### src/hdl/tlnef_pkg.sv
`timescale 1ns / 1ps
// ----------------------------------------------------------------------------
// tlnef_pkg
// Shared types and constants for the text line number and escape filter.
// ----------------------------------------------------------------------------
package tlnef_pkg;

    localparam int CFG_INDEX_W = 3;
    localparam int CFG_DATA_W  = 2;

    localparam logic [CFG_INDEX_W-1:0] CFG_NUMBER_MODE      = 3'd0;
    localparam logic [CFG_INDEX_W-1:0] CFG_SQUEEZE_BLANK    = 3'd1;
    localparam logic [CFG_INDEX_W-1:0] CFG_SHOW_ENDS        = 3'd2;
    localparam logic [CFG_INDEX_W-1:0] CFG_SHOW_TABS        = 3'd3;
    localparam logic [CFG_INDEX_W-1:0] CFG_SHOW_NONPRINTING = 3'd4;

    localparam logic [1:0] NUM_MODE_ALL      = 2'd1;
    localparam logic [1:0] NUM_MODE_NONEMPTY = 2'd2;

    localparam logic [7:0] CHAR_TAB      = 8'h09;
    localparam logic [7:0] CHAR_NEWLINE  = 8'h0A;
    localparam logic [7:0] CHAR_SPACE    = 8'h20;
    localparam logic [7:0] CHAR_DOLLAR   = 8'h24;
    localparam logic [7:0] CHAR_ZERO     = 8'h30;
    localparam logic [7:0] CHAR_QUESTION = 8'h3F;
    localparam logic [7:0] CHAR_I        = 8'h49;
    localparam logic [7:0] CHAR_CARET    = 8'h5E;
    localparam logic [7:0] CHAR_DELETE   = 8'h7F;
    localparam logic [7:0] CTRL_LIMIT    = 8'd32;
    localparam logic [7:0] CARET_OFFSET  = 8'd64;

    // One queued transaction: an optional line number, an optional prefix
    // byte and the byte that closes the run.
    typedef struct packed {
        logic       num_en;
        logic       pre_en;
        logic [7:0] pre_byte;
        logic [7:0] main_byte;
    } cmd_t;

    typedef enum logic [4:0] {
        PH_HEAD  = 5'b00001,
        PH_DIGIT = 5'b00010,
        PH_TAB   = 5'b00100,
        PH_PRE   = 5'b01000,
        PH_MAIN  = 5'b10000
    } phase_t;

    typedef struct packed {
        logic busy;
        logic pop;
    } back_status_t;

endpackage

### src/hdl/tlnef_front.sv
`timescale 1ns / 1ps
// ----------------------------------------------------------------------------
// tlnef_front
// Holds the option registers and line state, classifies each input byte and
// turns it into a queued command for the output sequencer.
// ----------------------------------------------------------------------------
module tlnef_front #(
    parameter int NUMBER_DIGITS = 6
) (
    input  logic                               aclk,
    input  logic                               aresetn,
    input  logic                               cfg_valid,
    input  logic [tlnef_pkg::CFG_INDEX_W-1:0]  cfg_index,
    input  logic [tlnef_pkg::CFG_DATA_W-1:0]   cfg_data,
    input  logic                               s_valid,
    output logic                               s_ready,
    input  logic [7:0]                         s_in_byte,
    input  logic                               q_full,
    output logic                               q_push,
    output tlnef_pkg::cmd_t                    q_cmd,
    output logic [4*NUMBER_DIGITS-1:0]         q_number
);
    import tlnef_pkg::*;

    localparam int NUM_W = 4 * NUMBER_DIGITS;

    logic [1:0]       number_mode_reg;
    logic             squeeze_blank_reg;
    logic             show_ends_reg;
    logic             show_tabs_reg;
    logic             show_nonprinting_reg;
    logic [NUM_W-1:0] line_number_reg, line_number_next;
    logic             at_line_start_reg, at_line_start_next;
    logic [1:0]       newline_run_reg, newline_run_next;

    logic             accept;
    logic             is_nl;
    logic             drop;
    logic             num_en;
    logic [NUM_W-1:0] bumped;
    logic             carry;
    cmd_t             cmd;

    assign s_ready = !q_full;
    assign accept  = s_valid && s_ready;
    assign is_nl   = (s_in_byte == CHAR_NEWLINE);
    // A newline after an empty line is swallowed when squeezing.
    assign drop    = is_nl && squeeze_blank_reg && newline_run_reg[1];
    assign num_en  = at_line_start_reg &&
                     ((number_mode_reg == NUM_MODE_ALL) ||
                      ((number_mode_reg == NUM_MODE_NONEMPTY) && !is_nl));

    // Decimal increment with ripple carry, wrapping after all nines.
    always_comb begin
        bumped = line_number_reg;
        carry  = 1'b1;
        for (int i = 0; i < NUMBER_DIGITS; i++) begin
            if (carry) begin
                if (line_number_reg[4*i +: 4] < 4'd9) begin
                    bumped[4*i +: 4] = line_number_reg[4*i +: 4] + 4'd1;
                    carry            = 1'b0;
                end else begin
                    bumped[4*i +: 4] = 4'd0;
                end
            end
        end
    end

    always_comb begin
        cmd.num_en    = num_en;
        cmd.pre_en    = 1'b0;
        cmd.pre_byte  = CHAR_CARET;
        cmd.main_byte = s_in_byte;
        if (is_nl) begin
            cmd.pre_en   = show_ends_reg;
            cmd.pre_byte = CHAR_DOLLAR;
        end else if (s_in_byte == CHAR_TAB) begin
            if (show_tabs_reg) begin
                cmd.pre_en    = 1'b1;
                cmd.main_byte = CHAR_I;
            end
        end else if (show_nonprinting_reg && (s_in_byte < CTRL_LIMIT)) begin
            cmd.pre_en    = 1'b1;
            cmd.main_byte = s_in_byte + CARET_OFFSET;
        end else if (show_nonprinting_reg && (s_in_byte == CHAR_DELETE)) begin
            cmd.pre_en    = 1'b1;
            cmd.main_byte = CHAR_QUESTION;
        end
    end

    always_comb begin
        line_number_next   = line_number_reg;
        at_line_start_next = at_line_start_reg;
        newline_run_next   = newline_run_reg;
        if (accept && !drop) begin
            if (num_en) begin
                line_number_next = bumped;
            end
            if (is_nl) begin
                at_line_start_next = 1'b1;
                if (!newline_run_reg[1]) begin
                    newline_run_next = newline_run_reg + 2'd1;
                end
            end else begin
                at_line_start_next = 1'b0;
                newline_run_next   = 2'd0;
            end
        end
    end

    assign q_push   = accept && !drop;
    assign q_cmd    = cmd;
    assign q_number = line_number_reg;

    always_ff @(posedge aclk) begin
        if (!aresetn) begin
            number_mode_reg      <= 2'd0;
            squeeze_blank_reg    <= 1'b0;
            show_ends_reg        <= 1'b0;
            show_tabs_reg        <= 1'b0;
            show_nonprinting_reg <= 1'b0;
            line_number_reg      <= NUM_W'(1);
            at_line_start_reg    <= 1'b1;
            newline_run_reg      <= 2'd1;
        end else begin
            line_number_reg   <= line_number_next;
            at_line_start_reg <= at_line_start_next;
            newline_run_reg   <= newline_run_next;
            if (cfg_valid) begin
                case (cfg_index)
                    CFG_NUMBER_MODE:      number_mode_reg      <= cfg_data[1:0];
                    CFG_SQUEEZE_BLANK:    squeeze_blank_reg    <= cfg_data[0];
                    CFG_SHOW_ENDS:        show_ends_reg        <= cfg_data[0];
                    CFG_SHOW_TABS:        show_tabs_reg        <= cfg_data[0];
                    CFG_SHOW_NONPRINTING: show_nonprinting_reg <= cfg_data[0];
                    default: ;
                endcase
            end
        end
    end

endmodule

### src/hdl/tlnef_fifo.sv
`timescale 1ns / 1ps
// ----------------------------------------------------------------------------
// tlnef_fifo
// Small first-word-fall-through queue between the classifier and the
// output sequencer.
// ----------------------------------------------------------------------------
module tlnef_fifo #(
    parameter int WIDTH = 8,
    parameter int DEPTH = 4
) (
    input  logic             aclk,
    input  logic             aresetn,
    input  logic             push,
    input  logic [WIDTH-1:0] push_data,
    input  logic             pop,
    output logic             full,
    output logic             not_empty,
    output logic [WIDTH-1:0] head_data
);
    localparam int PTR_W = (DEPTH > 1) ? $clog2(DEPTH) : 1;
    localparam int CNT_W = $clog2(DEPTH + 1);

    logic [WIDTH-1:0] mem [DEPTH];
    logic [PTR_W-1:0] wr_ptr_reg, wr_ptr_next;
    logic [PTR_W-1:0] rd_ptr_reg, rd_ptr_next;
    logic [CNT_W-1:0] count_reg, count_next;

    assign full      = (count_reg == CNT_W'(DEPTH));
    assign not_empty = (count_reg != '0);
    assign head_data = mem[rd_ptr_reg];

    always_comb begin
        wr_ptr_next = wr_ptr_reg;
        rd_ptr_next = rd_ptr_reg;
        count_next  = count_reg;
        if (push) begin
            wr_ptr_next = (wr_ptr_reg == PTR_W'(DEPTH - 1)) ? '0 : wr_ptr_reg + PTR_W'(1);
        end
        if (pop) begin
            rd_ptr_next = (rd_ptr_reg == PTR_W'(DEPTH - 1)) ? '0 : rd_ptr_reg + PTR_W'(1);
        end
        if (push && !pop) begin
            count_next = count_reg + CNT_W'(1);
        end else if (pop && !push) begin
            count_next = count_reg - CNT_W'(1);
        end
    end

    always_ff @(posedge aclk) begin
        if (push) begin
            mem[wr_ptr_reg] <= push_data;
        end
    end

    always_ff @(posedge aclk) begin
        if (!aresetn) begin
            wr_ptr_reg <= '0;
            rd_ptr_reg <= '0;
            count_reg  <= '0;
        end else begin
            wr_ptr_reg <= wr_ptr_next;
            rd_ptr_reg <= rd_ptr_next;
            count_reg  <= count_next;
        end
    end

endmodule

### src/hdl/tlnef_back.sv
`timescale 1ns / 1ps
// ----------------------------------------------------------------------------
// tlnef_back
// Output sequencer: walks the queued command byte by byte (number digits,
// tab, prefix, final byte) into a registered output stage.
// ----------------------------------------------------------------------------
module tlnef_back #(
    parameter int NUMBER_DIGITS = 6
) (
    input  logic                        aclk,
    input  logic                        aresetn,
    input  logic                        q_valid,
    input  tlnef_pkg::cmd_t             q_cmd,
    input  logic [4*NUMBER_DIGITS-1:0]  q_number,
    output tlnef_pkg::back_status_t     status,
    output logic                        m_valid,
    input  logic                        m_ready,
    output logic [7:0]                  m_out_byte,
    output logic                        m_last_of_run
);
    import tlnef_pkg::*;

    localparam int DIG_W = (NUMBER_DIGITS > 1) ? $clog2(NUMBER_DIGITS) : 1;

    phase_t           phase_reg, phase_next, eff_phase;
    logic [DIG_W-1:0] digit_reg, digit_next, eff_digit;
    logic             seen_reg, seen_next, eff_seen;
    logic             m_valid_reg, m_valid_next;
    logic [7:0]       m_out_byte_reg, m_out_byte_next;
    logic             m_last_reg, m_last_next;

    logic             advance;
    logic [3:0]       digit_val;
    logic [3:0]       digit_clip;
    logic             seen_now;
    logic             pop;

    assign advance = q_valid && (!m_valid_reg || m_ready);

    // At the head of a command, the first phase follows from what it carries.
    always_comb begin
        if (phase_reg == PH_HEAD) begin
            eff_digit = DIG_W'(NUMBER_DIGITS - 1);
            eff_seen  = 1'b0;
            if (q_cmd.num_en) begin
                eff_phase = PH_DIGIT;
            end else if (q_cmd.pre_en) begin
                eff_phase = PH_PRE;
            end else begin
                eff_phase = PH_MAIN;
            end
        end else begin
            eff_digit = digit_reg;
            eff_seen  = seen_reg;
            eff_phase = phase_reg;
        end
    end

    assign digit_val  = q_number[4*eff_digit +: 4];
    assign digit_clip = (digit_val > 4'd9) ? 4'd9 : digit_val;
    assign seen_now   = eff_seen || (digit_val != 4'd0) || (eff_digit == '0);

    always_comb begin
        phase_next      = phase_reg;
        digit_next      = digit_reg;
        seen_next       = seen_reg;
        m_out_byte_next = m_out_byte_reg;
        m_last_next     = m_last_reg;
        m_valid_next    = m_valid_reg && !m_ready;
        pop             = 1'b0;
        if (advance) begin
            m_valid_next = 1'b1;
            m_last_next  = 1'b0;
            case (eff_phase)
                PH_DIGIT: begin
                    m_out_byte_next = seen_now ? (CHAR_ZERO + {4'd0, digit_clip}) : CHAR_SPACE;
                    seen_next       = seen_now;
                    if (eff_digit == '0) begin
                        phase_next = PH_TAB;
                    end else begin
                        phase_next = PH_DIGIT;
                        digit_next = eff_digit - DIG_W'(1);
                    end
                end
                PH_TAB: begin
                    m_out_byte_next = CHAR_TAB;
                    phase_next      = q_cmd.pre_en ? PH_PRE : PH_MAIN;
                end
                PH_PRE: begin
                    m_out_byte_next = q_cmd.pre_byte;
                    phase_next      = PH_MAIN;
                end
                PH_MAIN: begin
                    m_out_byte_next = q_cmd.main_byte;
                    m_last_next     = 1'b1;
                    phase_next      = PH_HEAD;
                    pop             = 1'b1;
                end
                default: begin
                    phase_next   = PH_HEAD;
                    m_valid_next = m_valid_reg && !m_ready;
                end
            endcase
        end
    end

    assign status.busy   = (phase_reg != PH_HEAD);
    assign status.pop    = pop;
    assign m_valid       = m_valid_reg;
    assign m_out_byte    = m_out_byte_reg;
    assign m_last_of_run = m_last_reg;

    always_ff @(posedge aclk) begin
        m_out_byte_reg <= m_out_byte_next;
        m_last_reg     <= m_last_next;
        digit_reg      <= digit_next;
        seen_reg       <= seen_next;
    end

    always_ff @(posedge aclk) begin
        if (!aresetn) begin
            phase_reg   <= PH_HEAD;
            m_valid_reg <= 1'b0;
        end else begin
            phase_reg   <= phase_next;
            m_valid_reg <= m_valid_next;
        end
    end

endmodule

### src/hdl/text_line_number_escape_filter_top.sv
`timescale 1ns / 1ps
// ----------------------------------------------------------------------------
// text_line_number_escape_filter_top
// Byte-stream formatter in the style of cat: optional line numbers, squeezed
// blank lines, '$' at line ends and caret escapes for tabs and controls.
// ----------------------------------------------------------------------------
//  Channel | Direction | Transaction
//  s_      | in        | one raw byte (s_in_byte)
//  m_      | out       | one formatted byte plus end-of-run flag
//  cfg_    | in        | option register write (index, data); always ready
//
// Output bytes leave through the registered output stage. An input byte
// yields one output byte (plain), two (escaped or with '$') and up to
// NUMBER_DIGITS + 3 at a numbered line start. A squeezed newline is absorbed
// in its accept cycle. A four-entry queue lets input keep flowing while the
// output is stalled. Reset is synchronous and clears only the control state.
// ----------------------------------------------------------------------------
module text_line_number_escape_filter_top #(
    parameter int NUMBER_DIGITS = 6
) (
    input  logic                               aclk,
    input  logic                               aresetn,
    input  logic                               cfg_valid,
    output logic                               cfg_ready,
    input  logic [tlnef_pkg::CFG_INDEX_W-1:0]  cfg_index,
    input  logic [tlnef_pkg::CFG_DATA_W-1:0]   cfg_data,
    input  logic                               s_valid,
    output logic                               s_ready,
    input  logic [7:0]                         s_in_byte,
    output logic                               m_valid,
    input  logic                               m_ready,
    output logic [7:0]                         m_out_byte,
    output logic                               m_last_of_run
);
    import tlnef_pkg::*;

    localparam int NUM_W   = 4 * NUMBER_DIGITS;
    localparam int CMD_W   = $bits(cmd_t);
    localparam int Q_WIDTH = NUM_W + CMD_W;
    localparam int Q_DEPTH = 4;

    logic               q_push;
    logic               q_full;
    logic               q_not_empty;
    cmd_t               push_cmd;
    logic [NUM_W-1:0]   push_number;
    logic [Q_WIDTH-1:0] head_data;
    cmd_t               head_cmd;
    logic [NUM_W-1:0]   head_number;
    back_status_t       back_status;

    assign cfg_ready = 1'b1;

    tlnef_front #(
        .NUMBER_DIGITS(NUMBER_DIGITS)
    ) u_front (
        .aclk      (aclk),
        .aresetn   (aresetn),
        .cfg_valid (cfg_valid),
        .cfg_index (cfg_index),
        .cfg_data  (cfg_data),
        .s_valid   (s_valid),
        .s_ready   (s_ready),
        .s_in_byte (s_in_byte),
        .q_full    (q_full),
        .q_push    (q_push),
        .q_cmd     (push_cmd),
        .q_number  (push_number)
    );

    tlnef_fifo #(
        .WIDTH(Q_WIDTH),
        .DEPTH(Q_DEPTH)
    ) u_fifo (
        .aclk      (aclk),
        .aresetn   (aresetn),
        .push      (q_push),
        .push_data ({push_number, push_cmd}),
        .pop       (back_status.pop),
        .full      (q_full),
        .not_empty (q_not_empty),
        .head_data (head_data)
    );

    assign head_cmd    = head_data[CMD_W-1:0];
    assign head_number = head_data[Q_WIDTH-1:CMD_W];

    tlnef_back #(
        .NUMBER_DIGITS(NUMBER_DIGITS)
    ) u_back (
        .aclk          (aclk),
        .aresetn       (aresetn),
        .q_valid       (q_not_empty),
        .q_cmd         (head_cmd),
        .q_number      (head_number),
        .status        (back_status),
        .m_valid       (m_valid),
        .m_ready       (m_ready),
        .m_out_byte    (m_out_byte),
        .m_last_of_run (m_last_of_run)
    );

    // The sequencer only retires a command that is actually queued.
    assert property (@(posedge aclk) disable iff (!aresetn)
        back_status.pop |-> q_not_empty)
        else $error("sequencer popped an empty queue");

    // A command in progress stays at the queue head until its last byte.
    assert property (@(posedge aclk) disable iff (!aresetn)
        back_status.busy |-> q_not_empty)
        else $error("sequencer busy with no queued command");

    // The classifier never writes into a full queue.
    assert property (@(posedge aclk) disable iff (!aresetn)
        q_push |-> !q_full)
        else $error("queue overflow");

    // Retiring a command always loads a final byte into the output stage.
    assert property (@(posedge aclk) disable iff (!aresetn)
        back_status.pop |=> m_valid && m_last_of_run)
        else $error("retired command without end-of-run byte");

endmodule
### config.mk
export PLATFORM = sky130hd
export DESIGN_NAME = text_line_number_escape_filter_top
export DESIGN_NICKNAME = d
export VERILOG_FILES = /design/src/hdl/tlnef_pkg.sv /design/src/hdl/tlnef_front.sv /design/src/hdl/tlnef_fifo.sv /design/src/hdl/tlnef_back.sv /design/src/hdl/text_line_number_escape_filter_top.sv
export SDC_FILE = /design/constraint.sdc
export NUM_CORES = 1
export LEC_CHECK = 0
export BUFFER_PORTS_ARGS = -buffer_cell sky130_fd_sc_hd__buf_2
export CAP_MARGIN = 10
export CORE_UTILIZATION = 25
export CTS_CLUSTER_DIAMETER = 100
export DETAILED_ROUTE_END_ITERATION = 8
export GPL_TIMING_DRIVEN = 0
export PLACE_DENSITY_LB_ADDON = 0.12
export REMOVE_ABC_BUFFERS = 1
export SLEW_MARGIN = 20
export SYNTH_ARGS = -nofsm -noshare
export SYNTH_HDL_FRONTEND = slang
export SYNTH_SLANG_ARGS = --single-unit
export TNS_END_PERCENT = 1
### constraint.sdc
create_clock -name aclk -period 3.6 [get_ports aclk]
set_input_delay 0.18 -clock aclk [delete_from_list [all_inputs] [get_ports aclk]]
set_output_delay 0.18 -clock aclk [all_outputs]
set_load 0.05 [all_outputs]
=== Word level (Yosys, flattened, before mapping) ===
Memory sizes are Yosys's and may differ from the RTL's. A register that Yosys moved wholly into a read port is not among the register bits.
Index checks and enable logic that the tools add are counted.

* Output and inout port bits: 12
* Word-level logic and storage cells: 163
* Bits in registers: 59
* Memories kept: 1
* Bits in read-only memories: 0
* Input bits: 18
* Bits in latches: 0
* RAM bits: 164

{| class="wikitable"
|+ Memories
! memory !! depth !! bits a word !! read ports !! clocked after memory_dff !! wr ports !! line !! RTL
|-
| u_fifo.mem || 4 || 41 || 1 || 1 || 1 || tlnef_fifo.sv:23 || <nowiki>logic [WIDTH-1:0] mem [DEPTH];</nowiki>
|}

* Bitwise logic cells: 2
* Divide/modulo/power cells: 0
* Multiply operators: 0
* Order comparisons: 8
* $add $sub $neg: 14
* Reductions and logical operators: 45
* Mux-type cells: 51
* Shift operators: 1
* Equal/unequal tests: 18

{| class="wikitable"
|+ Operators with widths
! cell !! number
|-
| 8-bit 2-to-1 mux || 6
|-
| 8-bit one-hot mux with 4 select lines || 1
|-
| 4-bit 2-to-1 mux || 7
|-
| 4-bit by 1-bit adder with 4-bit output (second input constant) || 6
|-
| 4-bit less-than comparator (second input constant) || 6
|-
| 24-bit by 6-bit variable part select with 4-bit output || 1
|-
| 1-bit 2-to-1 mux || 22
|-
| 2-bit AND reduction || 9
|-
| 3-bit AND reduction || 6
|-
| 8-bit by 4-bit equality test with 1-bit output (second input constant) || 2
|-
| 5-bit 2-to-1 mux || 3
|-
| 5-bit one-hot mux with 3 select lines || 1
|-
| 1-bit logical AND || 12
|-
| 2-bit 2-to-1 mux || 6
|-
| 3-bit 2-to-1 mux || 4
|-
| 8-bit by 7-bit adder with 8-bit output (second input constant) || 1
|-
| 8-bit by 7-bit equality test with 1-bit output (second input constant) || 1
|-
| 8-bit by 6-bit less-than comparator with 1-bit output (second input constant) || 1
|-
| 4-bit nonzero test || 2
|-
| 6-bit by 4-bit adder with 7-bit output (first input constant) || 1
|-
| 1-bit logical NOT || 7
|-
| 7-bit 2-to-1 mux || 1
|-
| 2-bit by 1-bit adder with 2-bit output (second input constant) || 3
|-
| 2-bit equality test (second input constant) || 3
|-
| other kinds (19) || 27
|}

=== Depth between registers and ports, before layout ===
* Depth in word-level cells: 9
* Gate-level depth with buffers: 14
* Gate-level depth less buffers: 12

=== Cells and area by module ===
A second synthesis with hierarchy kept.

* Cell total of the unflattened synthesis: 658
* Area, all modules: 9938.3 um^2

{| class="wikitable"
|+ Modules (own cells, without submodules)
! module !! times used !! cells each !! area each (um^2) !! seq. area each (um^2)
|-
| tlnef_fifo || 1 || 264 || 6572.6 || 5225.0
|-
| tlnef_front || 1 || 259 || 2085.8 || 660.6
|-
| tlnef_back || 1 || 133 || 1268.7 || 510.5
|-
| text_line_number_escape_filter_top || 1 || 2 || 11.3 || 0.0
|}

=== Least setup slack after synthesis ===
OpenSTA, ideal clock, no wires.

* Kind: reg-to-reg
* Start: reg u_back.phase_reg[1]
* End: reg u_fifo.count_reg[2]
* Data required time: 3.524 ns
* Buffers on the path: 1
* Arrival time: 3.212 ns
* Cell stages (with the launch flop): 14
* Library setup time: 0.076 ns
* Path slack: 0.313 ns
* Clock period less this slack: 3.287 ns
* Path through: dfxtp_1 or4b_2 nor4b_4 or3_4 or3_1 buf_6 clkinv_1 nand2_1 ha_1 inv_1 fa_1 xor2_1 or3_1 a21boi_0

* Cells in the longest elaborated chain, start to end: 8
* Elaborated cells between the ends (all ways): 10
* Classes of those cells: 2 x eq/ne; 4 x mux; 4 x reduce/logical

{| class="wikitable"
|+ RTL lines
! item !! line !! RTL
|-
| start: declaration || tlnef_back.sv:25 || <nowiki>phase_t phase_reg, phase_next, eff_phase;</nowiki>
|-
| start signal: assignment || tlnef_back.sv:125 || <nowiki>phase_reg <= phase_next;</nowiki>
|-
| 5-bit by 1-bit equality test with 1-bit output || tlnef_back.sv:42 || <nowiki>if (phase_reg == PH_HEAD) begin</nowiki>
|-
| 5-bit 2-to-1 mux (*) || tlnef_back.sv:42 ||
|-
| 5-bit equality test (*) || tlnef_back.sv:74 || <nowiki>case (eff_phase)</nowiki>
|-
| 1-bit 2-to-1 mux (*) || tlnef_back.sv:74 ||
|-
| 1-bit 2-to-1 mux (*) || tlnef_back.sv:71 || <nowiki>if (advance) begin</nowiki>
|-
| 1-bit logical NOT || tlnef_fifo.sv:42 || <nowiki>if (push && !pop) begin</nowiki>
|-
| 1-bit logical AND || tlnef_fifo.sv:42 ||
|-
| 3-bit 2-to-1 mux or 2-bit nonzero test (tied branches) || - ||
|-
| end signal: assignment || tlnef_fifo.sv:63 || <nowiki>count_reg <= count_next;</nowiki>
|-
| end: declaration || tlnef_fifo.sv:26 || <nowiki>logic [CNT_W-1:0] count_reg, count_next;</nowiki>
|}

Mark *: on every way between the ends. The rest lies on a longest branch, timed or not.
A chain may end at the register's enable or synchronous reset.

==> flow_summary_export.csv <==
group,metric,value,unit
run_status,status,"complete, but fails checks",
run_status,violations,"DRC",
sta,hold_violations,0,
placed_design,gp_routability_congestion,0.731,
floorplan,ios,30,
synthesis,synth_top_cell_area_share,0.525,
clocking,clkLatencyLatePin,0.50,ns
detailed_routing,first_iter_violations,352,
setup_path,arrival,3.79,ns
sta,maxSlewViolCount,0,
synthesis,synth.avg_cell_area,14.0,sq um
detailed_routing,drtAntennaViolNets,0,
sta,period_needed,3.36,ns
synthesis,synth_common_cells,"edfxtp_1, dfxtp_1, nand2_1",
global_routing,grt_pass1_vias,5452,
synthesis,async_flop_share,0,
detailed_routing,route.detailed.drc,2,
setup_path,cp_max_fo,16,
clocking,clock_sinks,205,
global_routing,grt_use_total,0.115,
setup_path,critical_path_class,"register to register",
detailed_routing,vias,5268,
final_layout,drive_gt1_frac,0.178,
sta,clock.fmax,298,MHz
floorplan,core_area,35500,sq um
floorplan,fp.dieW,192,um
placed_design,io_buffer_count,28,
detailed_routing,via_per_inst,4.53,
floorplan,initial_core_util,0.253,
sta,setup_ws,0.241,ns
synthesis,synth-edff-count,157,
floorplan,die_h,192,um
pwr,ir_drop,0.389,mV
sta,rsz0062_at_grt,"no",
pwr,power_density,694,nW/um^2
clocking,htreeDepth,1,
placed_design,dp_hpwl,13.8,mm
sta,fin_crit_sh,0.933,
synthesis,synth_cell_types,70,
synthesis,ys_warn_count,0,
synthesis,netlist_instances,641,
setup_path,startpoint_type,"register",
synthesis,synth_top_area_cell,"edfxtp_1",
placed_design,place_ws,-0.887,ns
floorplan,row_count,69,
detailed_routing,dr.pass1.iters,9,
floorplan,dieArea,36700,sq um
clocking,clk_path_buf_depth,3,
setup_path,endpoint_kind,"register",
global_routing,grt_pass1_wl,32.1,mm
synthesis,yosysMostFrequentCell,"edfxtp_1",
final_layout,final_nets,727,
detailed_routing,routed_wirelength,20.8,mm
final_layout,largest_reg_flops,144,
clocking,clk_pin_slew_worst_paths,0.06,ns
global_routing,overflow,0,
clocking,cts_buffers,23,
clocking,cts-root-buf,"clkbuf_16",
sta,tns,0,ns
pwr,p_leak,0.00366,uW
synthesis,synth-seq-area-share,0.632,
synthesis,ys.flop_type,"edfxtp_1",
synthesis,syn_area,8980,sq um
sta,setup_violations,0,
global_routing,grt_max_degree,44,
detailed_routing,wl_per_cell,17.8,um
setup_path,worstPathRequired,4.03,ns
clocking,cts_tree,"done",
synthesis,ys_seq_elements,205,
sta,fin_skew,0.00671,ns
global_routing,antenna_found_initial,0,
job,maxCapViolCount,0,
final_layout,utilization,0.302,
sta,slew_headroom,0.272,
synthesis,yosys-top-cells-area,"edfxtp_1, dfxtp_1, mux4_2",
worst_hold_path,hp-class,"input port to register",
sta,tightest_slew,1.09,ns
final_layout,area_delta_synth_final,19.2,%
==> cell usage in the layout, fill, tap and decap left out, drive strengths merged, types with 14 or more instances in the layout <==
cell | netlist | layout
nor2 | 25 | 25
nand3 | 23 | 23
clkbuf | 15 | 31
dfxtp | 48 | 48
o21ai | 22 | 22
buf | 11 | 37
and2 | 15 | 15
ha | 22 | 22
a21boi | 14 | 14
a21oi | 18 | 18
nand2 | 39 | 39
nor2b | 23 | 23
inv | 31 | 31
mux2i | 24 | 24
edfxtp | 157 | 157
mux4 | 28 | 28
==> path summary, 6_finish.rpt <==
path,startpoint,to,slack (ns),cells past startpoint
setup / recovery,register,u_fifo.count_reg[2],0.24,12
hold / removal,m_ready,u_back.m_valid,0.02,3
setup reg to reg,register,u_fifo.count_reg[2],0.24,12
hold reg to reg,u_front.newline_run_reg[0],u_front.newline_run_reg[0],0.51,2
==> per-stage QoR <==
stage / power, uW / hold slack (ns) / cells / cell area (sq um)
2_1_floorplan: 4280 / 0.242 / 615 / 8860
3_3_place_gp: 4820 / 0.457 / 1104 / 9570
4_1_cts: 7520 / 0.00213 / 1161 / 10700
6_report: 7430 / 0.0177 / 1164 / 10700
3_5_place_dp: 4860 / 0.461 / 1108 / 9670
5_1_grt: 7780 / 0.0340 / 1163 / 10700
==> power breakdown <==
group	internal, uW	switching [uW]	leakage [uW]	total (uW)
clock	1680	897	0.000412	2580
combinational	692	1110	0.00138	1810
sequential	2880	164	0.00186	3040
total	5260	2180	0.00366	7430
==> per-layer routing <==
| layer | share of wire | track usage | vias up |
|---|---|---|---|
| met5 | 0 | 0 | - |
| met4 | 0.014 | 0.0290 | 0 |
| met3 | 0.039 | 0.0185 | 21 |
| met2 | 0.49 | 0.197 | 66 |
| met1 | 0.46 | 0.151 | 2635 |
| li1 | - | - | 2546 |
==> cells by family after synthesis <==
kind of cell	after synthesis	share of synthesized area
fa+ha+maj	23	0.0329
compound gates	106	0.0812
other cells	1	0.000418
xor+xnor	4	0.00390
simple gates	185	0.116
buf+inv	59	0.0273
flops	205	0.632
mux	58	0.106
==> area by class of cell <==
type,count,area (sq um)
well taps,461,577
inverters,33,129
clock buffers,31,647
multi-input cells,377,3090
clock inverters,10,198
diodes,1,2.50
flip-flops and latches,205,5680
fillers,3510,24800
repair buffers,46,379
==> critical path, cell delays in order, from the launching register on <==
cell and delay [ns]:
dfxtp_4 0.48, buf_16 0.20, mux4_2 0.55, a21oi_4 0.27, or3_4 0.26, clkinv_4 0.11
nand2_1 0.09, ha_1 0.19, inv_1 0.07, fa_1 0.43, xor2_1 0.18, or3_1 0.30
a21boi_0 0.15
==> timing repair <==
action,in CTS,in global routing
setup buffers,3,2
setup endpoints to repair,14,2
endpoints found under the hold margin,27,0
hold buffers,9,0
pin swaps,0,2
resized for setup,5,1
(Power assumes the default switching activity.)
